$ cat src/rtl/pfb_pkg.sv
// Shared constants, types and helpers for the paged framebuffer.
package pfb_pkg;

  localparam int SCREEN_WIDTH = 128;
  localparam int PAGE_COUNT   = 8;
  localparam int SCROLL_COLS  = 4;
  localparam int COL_W        = $clog2(SCREEN_WIDTH);
  localparam int PAGE_W       = $clog2(PAGE_COUNT);
  localparam int ADDR_W       = COL_W + PAGE_W;
  localparam int STORE_BYTES  = SCREEN_WIDTH * PAGE_COUNT;

  localparam logic [2:0] CMD_DRAW   = 3'd0;
  localparam logic [2:0] CMD_DOWN   = 3'd1;
  localparam logic [2:0] CMD_LEFT   = 3'd2;
  localparam logic [2:0] CMD_RIGHT  = 3'd3;
  localparam logic [2:0] CMD_CLEAR  = 3'd4;
  localparam logic [2:0] CMD_READ   = 3'd5;

  localparam logic [1:0] MODE_2X2 = 2'd0;
  localparam logic [1:0] MODE_2X1 = 2'd1;

  typedef enum logic [2:0] {
    OP_DRAW, OP_DOWN, OP_LEFT, OP_RIGHT, OP_CLEAR, OP_READ, OP_NOP
  } op_t;

  typedef enum logic [3:0] {
    ST_INIT, ST_IDLE, ST_DRAW0, ST_DRAW1, ST_DRAW2, ST_READ0, ST_READ1,
    ST_MOVE0, ST_MOVE1, ST_MOVE2, ST_CLEAR
  } state_t;

  typedef struct packed {
    op_t               op;
    logic [ADDR_W-1:0] addr;
    logic [2:0]        bit_sel;
    logic              dbl_w;
    logic              dbl_h;
    logic              value;
    logic [2:0]        skip;
    logic [2:0]        shift;
  } job_t;

  typedef struct packed {
    logic collision;
    logic [7:0] read_data;
  } result_t;

  function automatic logic [7:0] apply_mask(logic [7:0] b, logic [7:0] m, logic on);
    return on ? (b | m) : (b & ~m);
  endfunction

endpackage

$ cat src/rtl/pfb_front.sv
// Front end: mode register, command decode and job queue.
module pfb_front (
  input  logic              clk,
  input  logic              rst,
  input  logic              cfg_valid,
  output logic              cfg_ready,
  input  logic [1:0]        cfg_data,
  input  logic              push,
  output logic              full,
  input  logic [2:0]        command,
  input  logic [6:0]        pixel_x,
  input  logic [5:0]        pixel_y,
  input  logic              draw_value,
  input  logic [5:0]        scroll_rows,
  input  logic [9:0]        byte_index,
  input  logic              init_busy,
  output logic              job_valid,
  output pfb_pkg::job_t     job,
  input  logic              job_take
);
  import pfb_pkg::*;

  logic [1:0] pixel_mode;
  job_t       q [2];
  logic       wp, rp;
  logic [1:0] cnt;
  job_t       dec;
  logic       accept;
  logic [6:0] xs;
  logic [5:0] ys;

  assign cfg_ready = 1'b1;
  assign full      = (cnt == 2'd2) || init_busy;
  assign accept    = push && !full;
  assign job_valid = (cnt != 2'd0);
  assign job       = q[rp];

  always_comb begin
    dec = '0;
    dec.dbl_w = (pixel_mode == MODE_2X2) || (pixel_mode == MODE_2X1);
    dec.dbl_h = (pixel_mode == MODE_2X2);
    xs = dec.dbl_w ? {pixel_x[5:0], 1'b0} : pixel_x;
    ys = dec.dbl_h ? {pixel_y[4:0], 1'b0} : pixel_y;
    dec.value   = draw_value;
    dec.bit_sel = ys[2:0];
    dec.skip    = scroll_rows[5:3];
    dec.shift   = scroll_rows[2:0];
    dec.addr    = {ys[5:3], xs};
    case (command)
      CMD_DRAW:  dec.op = OP_DRAW;
      CMD_DOWN:  dec.op = OP_DOWN;
      CMD_LEFT:  dec.op = OP_LEFT;
      CMD_RIGHT: dec.op = OP_RIGHT;
      CMD_CLEAR: dec.op = OP_CLEAR;
      CMD_READ: begin
        dec.op   = OP_READ;
        dec.addr = byte_index;
      end
      default:   dec.op = OP_NOP;
    endcase
  end

  always_ff @(posedge clk) begin
    if (rst) begin
      pixel_mode <= MODE_2X2;
      wp  <= 1'b0;
      rp  <= 1'b0;
      cnt <= 2'd0;
    end else begin
      if (cfg_valid) begin
        pixel_mode <= cfg_data;
      end
      if (accept) begin
        wp <= ~wp;
      end
      if (job_take) begin
        rp <= ~rp;
      end
      cnt <= cnt + 2'(accept) - 2'(job_take);
    end
  end

  always_ff @(posedge clk) begin
    if (accept) begin
      q[wp] <= dec;
    end
  end

endmodule

$ cat config.mk
export PLATFORM = sky130hd
export DESIGN_NAME = pfb_front
export DESIGN_NICKNAME = d
export VERILOG_FILES = /design/src/rtl/pfb_pkg.sv /design/src/rtl/pfb_front.sv
export SDC_FILE = /design/constraint.sdc
export NUM_CORES = 1
export LEC_CHECK = 0
export BUFFER_PORTS_ARGS = -buffer_cell sky130_fd_sc_hd__buf_2
export CAP_MARGIN = 20
export CELL_PAD_IN_SITES_DETAIL_PLACEMENT = 2
export CELL_PAD_IN_SITES_GLOBAL_PLACEMENT = 2
export CORE_AREA = 3 3 102 104
export CTS_CLUSTER_SIZE = 40
export DETAILED_ROUTE_END_ITERATION = 12
export DIE_AREA = 0 0 105 107
export GPL_TIMING_DRIVEN = 0
export PLACE_DENSITY_LB_ADDON = 0.1
export SYNTH_ARGS = -nofsm -noshare
export SYNTH_HDL_FRONTEND = slang
export SYNTH_SLANG_ARGS = --single-unit
$ cat constraint.sdc
create_clock -name clk -period 3 [get_ports clk]
set_clock_uncertainty 0.15 [all_clocks]
set_input_delay 0.3 -clock clk [delete_from_list [all_inputs] [get_ports clk]]
set_output_delay 0.3 -clock clk [all_outputs]
set_load 0.01 [all_outputs]
=== Yosys cells after proc, flatten, opt, wreduce, memory -nomap -nowiden ===
Memory sizes are Yosys's and may differ from the RTL's. A register that Yosys moved wholly into a read port is not among the register bits.
Index checks and enable logic that the tools add are counted.

* Bits in registers: 6
* Bits in writable memories: 50
* Input port bits: 41
* Output and inout port bits: 28
* Logic and storage cells: 31
* Memories: 1

{| class="wikitable"
|+ Memories
! name !! words !! bits a word !! rd ports !! clocked after Yosys merged registers in !! write ports !! line !! RTL
|-
| q || 2 || 25 || 1 || 1 || 1 || pfb_front.sv:24 || <nowiki>job_t q [2];</nowiki>
|}

* $add $sub $neg: 2
* Eq/ne operators: 7
* Mux-type cells: 8
* Bitwise logic cells: 2
* Reductions and logical operators: 7

{| class="wikitable"
|+ Operator list
! operator !! count
|-
| $pmux 3 s6 || 1
|-
| $mux 10 || 1
|-
| $mux 7 || 1
|-
| $eq 3x2->1 const B || 2
|-
| $eq 3x3->1 const B || 2
|-
| $mux 6 || 1
|-
| $mux 1 || 4
|-
| $eq 3x1->1 const B || 1
|-
| $logic_not 3->1 || 1
|-
| $add 2x1->2 || 1
|-
| $eq 2x1->1 const B || 1
|-
| $eq 2x2->1 const B || 1
|-
| $logic_not 2->1 || 1
|-
| $logic_or 1x1->1 || 2
|-
| $not 1->1 || 2
|-
| $reduce_bool 2->1 || 1
|-
| $sub 2x1->2 || 1
|-
| $logic_and 1x1->1 || 1
|-
| $logic_not 1->1 || 1
|}

=== Longest topological paths before layout ===
Gate-level depths: netlist of the first run.

* Depth in word-level cells: 6
* Gate-level depth with buffers: 8
* Mapped depth without buffers: 8

=== Least setup slack after synthesis of the first run ===
OpenSTA, ideal clock, no wires.

* Kind: flip-flop to flip-flop
* From: register cnt[1]
* To: memory q[0][0] in the netlist's numbering (enable)
* Setup time: 0.407 ns
* Arrival time: 1.898 ns
* Required time: 2.443 ns
* Slack: 0.545 ns
* Stages on the path, launching flop included: 4
* Buffers on the path: 0
* Clock period less this slack: 2.455 ns
* Path through: dfxtp_1 > nor2b_4 > or3b_4 > nor2_1

* Longest elaborated chain between the ends: 6

{| class="wikitable"
|+ RTL lines
! what !! line !! RTL
|-
| start, declared || pfb_front.sv:26 || <nowiki>logic [1:0] cnt;</nowiki>
|-
| start signal, assigned || pfb_front.sv:79 || <nowiki>cnt <= cnt + 2'(accept) - 2'(job_take);</nowiki>
|-
| $eq 2x2->1 || pfb_front.sv:33 || <nowiki>assign full = (cnt == 2'd2) || init_busy;</nowiki>
|-
| $logic_or 1x1->1 || pfb_front.sv:33 ||
|-
| $logic_not 1->1 || pfb_front.sv:34 || <nowiki>assign accept = push && !full;</nowiki>
|-
| $logic_and 1x1->1 || pfb_front.sv:34 ||
|-
| $mux 1 || pfb_front.sv:84 || <nowiki>if (accept) begin</nowiki>
|-
| $mux 1 (not written as such) || pfb_front.sv:85 || <nowiki>q[wp] <= dec;</nowiki>
|-
| end, declared || pfb_front.sv:24 ||
|}

No other way between the ends.

==> out/qor.csv, run 1 <==
metric;value;unit
post-route ant nets;0;
synthesis-to-finish area growth;33.1;%
most common cell after layout, fill and taps aside;buf_2;
Comb pwr share;0.136;
Tmin final;2.12;ns
Filler cells;1049;
CP Max Fanout;10;
Data arrival, critical path;1.67;ns
synth warn;0;
Final Wtd Congestion;0.652;
Chip Width;105;um
FF-to-FF End;q[1][20]$_DFFE_PP_;
chip height;107;um
vias in the first global route;1711;
cts hold-fix bufs;6;
area share of the largest cell type after synthesis;0.628;
# resized after CTS;0;
crit end category;output pin;
Power Density;616;mW/mm^2
library cells used by synthesis;27;
synthesized area per cell;15.4;sq um
layout cell share with drive strength beyond 1;0.496;
FP Rows;36;
reg-to-reg slack, setup;0.93;ns
net switching power;0.450;mW
fin. max-slew vios;0;
Max Clk Rate;0.473;GHz
Required @ worst endpoint;2.55;ns
syn_nets;198;
sw frac;0.230;
Setup CP Type;reg -> out;
status;finished, final reports clean;
H-tree levels;3;
Worst-Skew Late Latency;0.33;ns
worst r2r src;cnt[1]$_SDFF_PP0_;
post-synthesis instance area;0.00239;sq mm
Post-DP HPWL;3.86;mm
CTS tree;built;
most frequent cells in the layout;69 x buf_2, 50 x edfxtp_1, 27 x mux2_2;
die area;0.0112;sq mm
Final Cycle Share;0.705;
post-synthesis sequential area ratio;0.687;
Max-slew headroom;0.448;
most frequent CP cell;buf_2;
CP max-delay cell;mux2_2;
I/O pin cnt;69;
Bufs and invs on worst path;3;
min-delay src;cfg_data[1];
Clock Tree Root;clkbuf_8;
hold endpoint;pixel_mode[1]$_SDFFE_PP0P_;
Int Pwr;1.51;mW
postcts setup bufs;0;
Synth Instances;155;
RSZ-0062 raised after global routing;no;
family with the most delay on the worst path;buffers and inverters;
CP Launch Type;flip-flop;
GRT Total Usage;0.105;
initial core utilization;0.248;
final core utilization;0.330;
Avg WL per Cell;14.8;um
DR pass1 iterations;4;
core area;0.00964;sq mm
Worst-path clk slew;0.06;ns
flops & latches, synth;57;
final hold vios;0;
first-iteration detailed-routing DRC count;33;
clock sinks;57;
# Max-Cap Violations;0;
hold-critical path depth;3;
GRT overflow;0;
Antenna diodes;0;
Num CTS Buffers;9;
DR DRC count;0;
top cells by area, synth;edfxtp_1 63%, mux2_2 13%, dfxtp_1 5.9%;
crit path cell chain;buf_2, buf_2, mux2_2, buf_2;
worst hold path class;in -> reg;
R2R depth;3;
setup tns final;0;ns
final setup fails;0;
Post-Route WL;5.57;mm
# port buffers;66;
pin count of the biggest net entering global routing;26;
nets@finish;282;
Sequential Power Share;0.475;
Via density;4.02;
initial antenna violation count;0;
Worst path max stage delay;0.38;ns
Pleak;1.23;nW
worst-margin pin slew;0.826;ns
peak supply drop;0.212;mV
vias post-DR;1516;
Yosys top cell by area;edfxtp_1;
first-pass GRT wire length;8.73;mm
clock share of power;0.389;
Max Root-Sink Buffers;2;
-- flip-flops by register name, indices dropped and copies added (netlist names), named ones only --
register,flops
rp,1
pixel_mode,2
wp,1
cnt,2
q,50
-- kinds of logic after synthesis --
| group | synth area share |
|---|---|
| xor gates and xnor gates | 0.00733 |
| other | 0.00157 |
| and+or+nand+nor | 0.0623 |
| adders and majority gates | 0.0105 |
| buffers and inverters | 0.0283 |
| AOI/OAI and AO/OA | 0.0241 |
| muxes | 0.179 |
| DFF | 0.687 |
-- final cells by class --
type | instances | area (sq um) | area share
buffer | 10 | 52.6 | 0.0165
multi-input combinational | 84 | 697 | 0.219
clock inverter | 6 | 82.6 | 0.0259
tap | 133 | 166 | 0.0523
timing repair buffer | 73 | 400 | 0.126
clock buffer | 10 | 128 | 0.0401
sequential | 57 | 1640 | 0.516
inverter | 4 | 15.0 | 0.00472
-- tightest hold or removal path, cell delays in order --
cell,delay [ns]
buf_2,0.08
mux2i_1,0.06
nor2_1,0.07
-- cells in the mapped netlist --
| master | n |
|---|---|
| a21boi_0 | 1 |
| a21oi_1 | 9 |
| and2_2 | 1 |
| buf_2 | 3 |
| buf_4 | 1 |
| buf_6 | 1 |
| clkbuf_1 | 5 |
| conb_1 | 1 |
| dfxtp_1 | 7 |
| edfxtp_1 | 50 |
| ha_1 | 2 |
| inv_1 | 4 |
| mux2_2 | 27 |
| mux2_4 | 1 |
| mux2i_1 | 11 |
| nand3_1 | 1 |
| nand3b_1 | 1 |
| nor2_1 | 18 |
| nor2_2 | 1 |
| nor2b_1 | 2 |
| nor2b_4 | 1 |
| nor3_1 | 1 |
| o21ai_0 | 1 |
| or2_2 | 2 |
| or3b_4 | 1 |
| xnor2_1 | 1 |
| xor2_1 | 1 |
-- power groups by stage --
| stage | Clock, mW | Sequential, mW | Combinational, mW |
|---|---|---|---|
| floorplan | 0 | 0.944 | 0.159 |
| global placement | 0 | 0.948 | 0.262 |
| detailed placement | 0 | 0.949 | 0.268 |
| CTS | 0.792 | 0.931 | 0.276 |
| global route | 0.839 | 0.935 | 0.300 |
| finish | 0.763 | 0.931 | 0.266 |
-- through the flow --
step	hold WS [ns]	setup WS, ns	cells	power, mW	area, sq um
6_report	0.0714	0.884	377	1.96	3180
5_1_grt	0.0718	0.753	377	2.07	3180
4_1_cts	0.0000867	0.802	376	2.00	3170
3_5_place_dp	0.346	0.866	354	1.22	2900
3_3_place_gp	0.341	-0.382	354	1.21	2890
2_1_floorplan	0.249	0.545	155	1.10	2390
-- worst max path at each step --
| stage | start | cells past startpoint | slack [ns] | endpoint |
|---|---|---|---|---|
| finish | flip-flop | 4 | 0.88 | job[17] |
| global route | flip-flop | 4 | 0.75 | job[16] |
| CTS | flip-flop | 4 | 0.80 | job[17] |
| detailed placement | cnt[1]$_SDFF_PP0_ | 3 | 0.87 | q[1][9]$_DFFE_PP_ |
| global placement | cnt[1]$_SDFF_PP0_ | 3 | -0.38 | q[0][9]$_DFFE_PP_ |
| floorplan | cnt[1]$_SDFF_PP0_ | 3 | 0.55 | q[0][0]$_DFFE_PP_ |
-- layer usage --
layer	vias up	global-route usage	routed length, um
met4	0	0.0366	69
met3	6	0.0488	366
met2	48	0.171	2750
li1	732	-	-
met1	730	0.122	2380
met5	-	0	0
(Power assumes the default switching activity.)
==> inputs of run 2 (changes only) <==
- clock period: 3 -> 2 ns (I/O delays scaled with it)
==> run 2 against run 1 <==
The run now ends with negative setup slack left. Die area unchanged. Clock-buffer cell count is 1 lower. First-iteration DRC count increased by 18%. Non-clock buffer count rose by 9. Clock power grew 55%. Cell area increased by 5.5%. Flip-flop and latch count unchanged. Wire length increased by 6.8%. Register-to-register slack lost 0.95 ns. Sequential power is 50% higher. Critical path depth increased by 4. Largest cell class unchanged.
==> out/qor.csv, run 2 (same netlist as run 1, synthesis figures left out) <==
metric;value;unit
vias post-DR;1578;
post-route ant nets;0;
initial core utilization;0.248;
Antenna diodes;0;
Clock Tree Root;clkbuf_8;
initial antenna violation count;0;
Worst-Skew Late Latency;0.33;ns
hold slack final;0.0408;ns
DR pass1 iterations;4;
vias in the first global route;1732;
Required @ worst endpoint;2.09;ns
Final Cycle Share;1.01;
core area;0.00964;sq mm
peak supply drop;0.357;mV
Avg WL per Cell;15.3;um
# Max-Cap Violations;0;
CTS tree;built;
layer with the highest usage;met2;
Tmin final;2.02;ns
layout cell share with drive strength beyond 1;0.525;
Post-Route WL;5.95;mm
chip height;107;um
fin cells;388;
number of flip-flops in the largest register;50;
Chip Width;105;um
first-pass GRT wire length;9.27;mm
pin count of the biggest net entering global routing;14;
grt met3 use;0.0476;
Regs by FF count;q (50), cnt (2), pixel_mode (2);
I/O pin cnt;69;
fin. max-slew vios;0;
worst-margin pin slew;0.603;ns
clock sinks;57;
worst hold path class;in -> reg;
RSZ-0062 raised after global routing;yes;
most frequent cells in the layout;67 x buf_2, 50 x edfxtp_1, 27 x mux2_2;
most common cell after layout, fill and taps aside;buf_2;
final setup fails;1;
Max Clk Rate;0.496;GHz
FP Rows;36;
Via density;4.07;
# port buffers;66;
GRT met1 Usage;0.137;
final hold vios;0;
PnR worst setup slack;-0.0180;ns
first-iteration detailed-routing DRC count;39;
status;finished, violations left;
Worst-path clk slew;0.06;ns
Setup CP Type;reg -> reg;
nets@finish;293;
Final Wtd Congestion;0.651;
CP Max Fanout;4;
dpl cells;354;
H-tree levels;3;
Post-DP HPWL;3.70;mm
Biggest register;q;
Pleak;1.29;nW
GRT Total Usage;0.112;
synthesis-to-finish area growth;40.4;%
GRT overflow;0;
CP Launch Type;flip-flop;
DR DRC count;0;
Max Root-Sink Buffers;2;
Max-slew headroom;0.598;
Data arrival, critical path;2.11;ns
met2 usage;0.179;
Power Density;905;mW/mm^2
failing checks;negative setup slack;
die area;0.0112;sq mm
crit end category;flip-flop;
Num CTS Buffers;9;
## run 2: routing by layer
layer  vias to the layer above  wire length, um
li1                        751                -
met1                       768             2670
met2                        55             2810
met3                         4              410
met4                         0               51
met5                         -                0
## run 2: worst max-delay path, stage by stage, from the launching register on
cell and delay (ns):
dfxtp_2 0.32, nor2b_4 0.12, or3b_4 0.43, ha_4 0.28, inv_1 0.03, ha_1 0.19
xor2_2 0.15, and2_4 0.16, nor3_2 0.11
## run 2: what timing repair did
item,in CTS,in global routing
pin swaps,2,3
endpoints found under the hold margin,16,0
buffers inserted,2,3
gates cloned,2,0
hold buffers,11,0
setup endpoints to repair,71,61
resized for setup,8,4
## run 2: where the power goes
part / switching, mW / total (mW) / internal, mW
clock: 0.479 / 1.18 / 0.701
sequential: 0.0237 / 1.40 / 1.37
combinational: 0.226 / 0.459 / 0.233
total: 0.729 / 3.04 / 2.31
## run 2: cell type report
| cell class | instances | area [sq um] |
|---|---|---|
| Buffer | 10 | 65.1 |
| Clock buffer | 9 | 124 |
| Clock inverter | 7 | 93.8 |
| Fill cell | 1070 | 6280 |
| Inverter | 4 | 15.0 |
| Multi-Input combinational cell | 86 | 746 |
| Sequential cell | 57 | 1640 |
| Tap cell | 133 | 166 |
| Timing Repair Buffer | 82 | 503 |
## run 2: stage by stage
| step | util | worst slack, ns | area (sq um) | power, mW | setup TNS [ns] |
|---|---|---|---|---|---|
| floorplan | - | -0.0484 | 2400 | 1.66 | -2.42 |
| CTS | 0.341 | -0.0936 | 3290 | 3.08 | -2.31 |
| finish | 0.348 | -0.0180 | 3360 | 3.04 | -0.0180 |
| global placement | 0.300 | -0.608 | 2890 | 1.81 | -29.57 |
| global route | 0.348 | -0.0901 | 3360 | 3.20 | -0.0901 |
| detailed placement | 0.301 | -0.159 | 2900 | 1.82 | -7.12 |
## run 2: path summary, 6_finish.rpt
path,cells after the start,from,to,slack [ns]
max,8,cnt[1]$_SDFF_PP0_,cnt[1]$_SDFF_PP0_,-0.02
min,2,command[1],q[1][23]$_DFFE_PP_,0.04
max reg2reg,8,cnt[1]$_SDFF_PP0_,cnt[1]$_SDFF_PP0_,-0.02
min reg2reg,2,rp$_SDFFE_PP0P_,rp$_SDFFE_PP0P_,0.38
